==> config.mk <==
export PLATFORM = sky130hd
export DESIGN_NAME = umidi_ctrl
export DESIGN_NICKNAME = d
export VERILOG_FILES = /design/src/umidi_pkg.sv /design/src/umidi_ctrl.sv
export SDC_FILE = /design/constraint.sdc
export NUM_CORES = 1
export LEC_CHECK = 0
export BUFFER_PORTS_ARGS = -buffer_cell sky130_fd_sc_hd__buf_2
export CORE_AREA = 3 3 40 42
export DETAILED_ROUTE_END_ITERATION = 8
export DIE_AREA = 0 0 43 45
export PLACE_DENSITY_LB_ADDON = 0.08
export REMOVE_ABC_BUFFERS = 1
export SYNTH_ARGS = -nofsm -noshare
export SYNTH_HDL_FRONTEND = slang
export SYNTH_SLANG_ARGS = --single-unit
==> constraint.sdc <==
create_clock -name clk -period 1.1 [get_ports clk]
set_input_delay 0.165 -clock clk [delete_from_list [all_inputs] [get_ports clk]]
set_output_delay 0.165 -clock clk [all_outputs]
set_load 0.005 [all_outputs]
==> src/umidi_pkg.sv <==
// shared types, constants and defaults for the usb-midi packet deframer
package umidi_pkg;

  localparam int CABLE_COUNT_DEF = 16;
  localparam int FIFO_DEPTH_DEF  = 64;

  localparam logic [31:0] SIZE_TABLE_RESET = 32'h7AFF_E7E0;

  localparam logic OP_PUSH = 1'b0;
  localparam logic OP_READ = 1'b1;

  typedef enum logic [2:0] {
    ST_IDLE,
    ST_EVAL,
    ST_WRITE,
    ST_RDWAIT,
    ST_DONE
  } state_t;

  typedef struct packed {
    logic latch;
    logic eval;
    logic wr_step;
    logic rd_cap;
    logic out_load;
  } cmd_t;

  typedef struct packed {
    logic push_wr;
    logic read_hit;
    logic wr_last;
    logic out_free;
  } sts_t;

endpackage

==> src/umidi_ctrl.sv <==
// controller state machine sequencing accept, evaluate, byte writes and result load
module umidi_ctrl (
  input  logic          clk,
  input  logic          rst_n,
  input  logic          in_valid,
  output logic          in_ready,
  input  umidi_pkg::sts_t sts,
  output umidi_pkg::cmd_t cmd
);
  import umidi_pkg::*;

  state_t state_r, state_nxt;

  always_ff @(posedge clk) begin
    if (!rst_n) begin
      state_r <= ST_IDLE;
    end else begin
      state_r <= state_nxt;
    end
  end

  always_comb begin
    state_nxt = state_r;
    unique case (state_r)
      ST_IDLE: begin
        if (in_valid) state_nxt = ST_EVAL;
      end
      ST_EVAL: begin
        priority if (sts.read_hit) state_nxt = ST_RDWAIT;
        else if (sts.push_wr) state_nxt = ST_WRITE;
        else state_nxt = ST_DONE;
      end
      ST_WRITE: begin
        if (sts.wr_last) state_nxt = ST_DONE;
      end
      ST_RDWAIT: state_nxt = ST_DONE;
      ST_DONE: begin
        if (sts.out_free) state_nxt = ST_IDLE;
      end
      default: state_nxt = ST_IDLE;
    endcase
  end

  always_comb begin
    cmd      = '0;
    in_ready = 1'b0;
    unique case (state_r)
      ST_IDLE: begin
        in_ready  = 1'b1;
        cmd.latch = in_valid;
      end
      ST_EVAL:   cmd.eval = 1'b1;
      ST_WRITE:  cmd.wr_step = 1'b1;
      ST_RDWAIT: cmd.rd_cap = 1'b1;
      ST_DONE:   cmd.out_load = sts.out_free;
      default: begin
        cmd      = '0;
        in_ready = 1'b0;
      end
    endcase
  end

endmodule

==> flow_metrics.tcl <==
set metrics [dict create \
    tightest_slew_ps 211 \
    worstPathRequired_ps 1260 \
    fin_area_um2 423 \
    grt_pass1_wl_um 1140 \
    cap_viol_max_count 0 \
    drt-pass1-iter-count 2 \
    ys_seq_area_share_pct 27.7 \
    num_rows 13 \
    h-tree-depth 1 \
    end_kind "flip-flop" \
    io_pins 13 \
    track_usage_pct 8.33 \
    cts_buffers 3 \
    clock_skew_ps 1.59 \
    placed_cells 57 \
    stdcell_count 63 \
    pwr_density_cell_nw_per_um2 1320 \
    io_buffers 12 \
    gp_congestion 0.727 \
    grt_max_degree 9 \
    crit_start "state_r[2]$_SDFFE_PN0P_" \
    n_antenna_cell 0 \
    fin_total_pwr_mw 0.557 \
    largest_reg_flops 3 \
    viasPerCell 4.32 \
    final.min_clock_period_ps 1240 \
    grt_setup_unrepaired "yes" \
    vias 272 \
    r2r-end "state_r[2]$_SDFFE_PN0P_" \
    cts.sinks 3 \
    worstSetupPathType "flip-flop to flip-flop" \
    drt-total-wl_um 688 \
    ys_types 18 \
    setup_violations 7 \
    r2r_setup_slack_ps -140 \
    dieHeight_um 45 \
    cts.clk_slew.worst_paths_ps 40 \
    crit_end "state_r[2]$_SDFFE_PN0P_" \
    drt_iter0_markers 4 \
    cts_hold_buf 0 \
    grt_pass1_vias 298 \
    clock-root-buffer "clkbuf_4" \
    cts_tree "yes" \
    syn_area_per_cell_um2 8.33 \
    status "complete, but fails checks" \
    syn_area_um2 216 \
    total_leakage_power_nw 0.193 \
    max_slew_margin_pct 85.8 \
    ff2ff_path_depth 4 \
    ys_ff_latch 3 \
    die_x_um 43 \
    yosys_warnings 0 \
    ant_nets 0 \
    routedWlPerCell_um 10.9 \
    arrival_ps 1400 \
    violations "setup timing" \
    start_util_pct 16.8 \
    area_growth_pct 95.4 \
    drive_gt1_share_pct 70.8 \
    path_max_fanout 3 \
    hold_viol 0 \
    grt-ovfl-total 0 \
    drc 0 \
    core_area_um2 1280 \
    fin_ws_ps -140 \
    r2r-start "state_r[2]$_SDFFE_PN0P_" \
    placed_area_um2 325 \
    pre_cts_ws_ps -56.0 \
    fin_crit_sh_pct 113 \
    nets 56 \
    die-area_um2 1940 \
    clock_latency_ps 230 \
    hold_path_class "input pin to flip-flop" \
    slew_viol_final 0 \
    top_regs "state_r: 3 flops" \
    fmax_ghz 0.806 \
    cts_buffer_depth 2 \
    top_register "state_r" \
    syn-instance-count 26 \
    cp-start-kind "flip-flop" \
    ir_drop_mv 0.560 \
    antenna_found_initial 0 \
]
==> per-stage QoR <==
stage	setup TNS (ps)	util (%)	hold slack, ps
2_1_floorplan	-111	-	294
5_1_grt	-1080	32.9	198
3_5_place_dp	-73.7	25.3	437
3_3_place_gp	-45.5	25.3	445
4_1_cts	-701	32.1	185
6_report	-627	32.9	186
==> kinds of logic after synthesis <==
group | count (synthesis) | share of synthesized area [%]
DFF | 3 | 27.7
buffers and inverters | 3 | 8.67
AOI/OAI and AO/OA | 5 | 16.2
and+or+nand+nor | 12 | 30.6
muxes | 3 | 16.8
==> Yosys cell counts, drive strengths merged <==
| master | n | share of area, % |
|---|---|---|
| nor4b | 1 | 4.0 |
| buf | 1 | 5.2 |
| nand2 | 1 | 1.7 |
| dfxtp | 3 | 28 |
| o211ai | 1 | 3.5 |
| inv | 1 | 1.7 |
| nor3 | 3 | 6.9 |
| o31ai | 1 | 3.5 |
| nor2 | 2 | 3.5 |
| o32a | 1 | 4.6 |
| mux2 | 2 | 12 |
| or3 | 2 | 5.8 |
| clkbuf | 1 | 1.7 |
| and2 | 1 | 2.9 |
| mux2i | 1 | 4.6 |
| a21oi | 2 | 4.6 |
| nand2b | 2 | 5.8 |
==> cells in the final DEF, fill, tap and decap left out, types with 2 or more instances in the layout <==
| cell | Yosys | layout |
|---|---|---|
| buf_4 | 0 | 5 |
| clkbuf_4 | 0 | 3 |
| a21oi_1 | 2 | 2 |
| buf_6 | 1 | 3 |
| or3_1 | 2 | 2 |
| dfxtp_2 | 0 | 2 |
| buf_2 | 0 | 12 |
| nor3_2 | 0 | 2 |
==> final cells by class <==
cell class / instances / area [µm²]
clock buffers: 4 / 26.3
fillers: 142 / 862
inverters: 1 / 3.75
multi-input cells: 20 / 176
flip-flops and latches: 3 / 66.3
well taps: 15 / 18.8
repair buffers: 20 / 131
==> layer usage <==
layer  vias up  wire (µm)  track usage (%)
li1        138          -                -
met4         0          0             1.81
met3         0         45             5.98
met2         9        393             16.5
met5         -          0                0
met1       125        250             6.51
==> worst max-delay path: stages (launching register included) <==
cell	delay, ps
dfxtp_2	340
buf_4	120
mux2_4	290
or3_1	300
a21oi_1	120
==> what timing repair did <==
item | in CTS | in global routing
buffers inserted | 3 | 0
gates resized for setup | 12 | 3
setup endpoints to repair | 7 | 7
pin swaps | 3 | 1
==> report_power, final <==
group | switching, mW | total, mW | internal (mW)
clock | 0.0559 | 0.192 | 0.136
sequential | 0.0263 | 0.152 | 0.126
combinational | 0.0815 | 0.213 | 0.131
==> worst min-delay path by stage <==
stage               startpoint                       to  cells after the start
floorplan                rst_n  state_r[2]$_SDFFE_PN0P_                      2
global placement         rst_n  state_r[1]$_SDFFE_PN0P_                      3
detailed placement       rst_n  state_r[1]$_SDFFE_PN0P_                      3
CTS                      rst_n  state_r[1]$_SDFFE_PN0P_                      3
global route             rst_n  state_r[1]$_SDFFE_PN0P_                      3
finish                   rst_n  state_r[1]$_SDFFE_PN0P_                      3
Power figures use the tool's default switching activity.
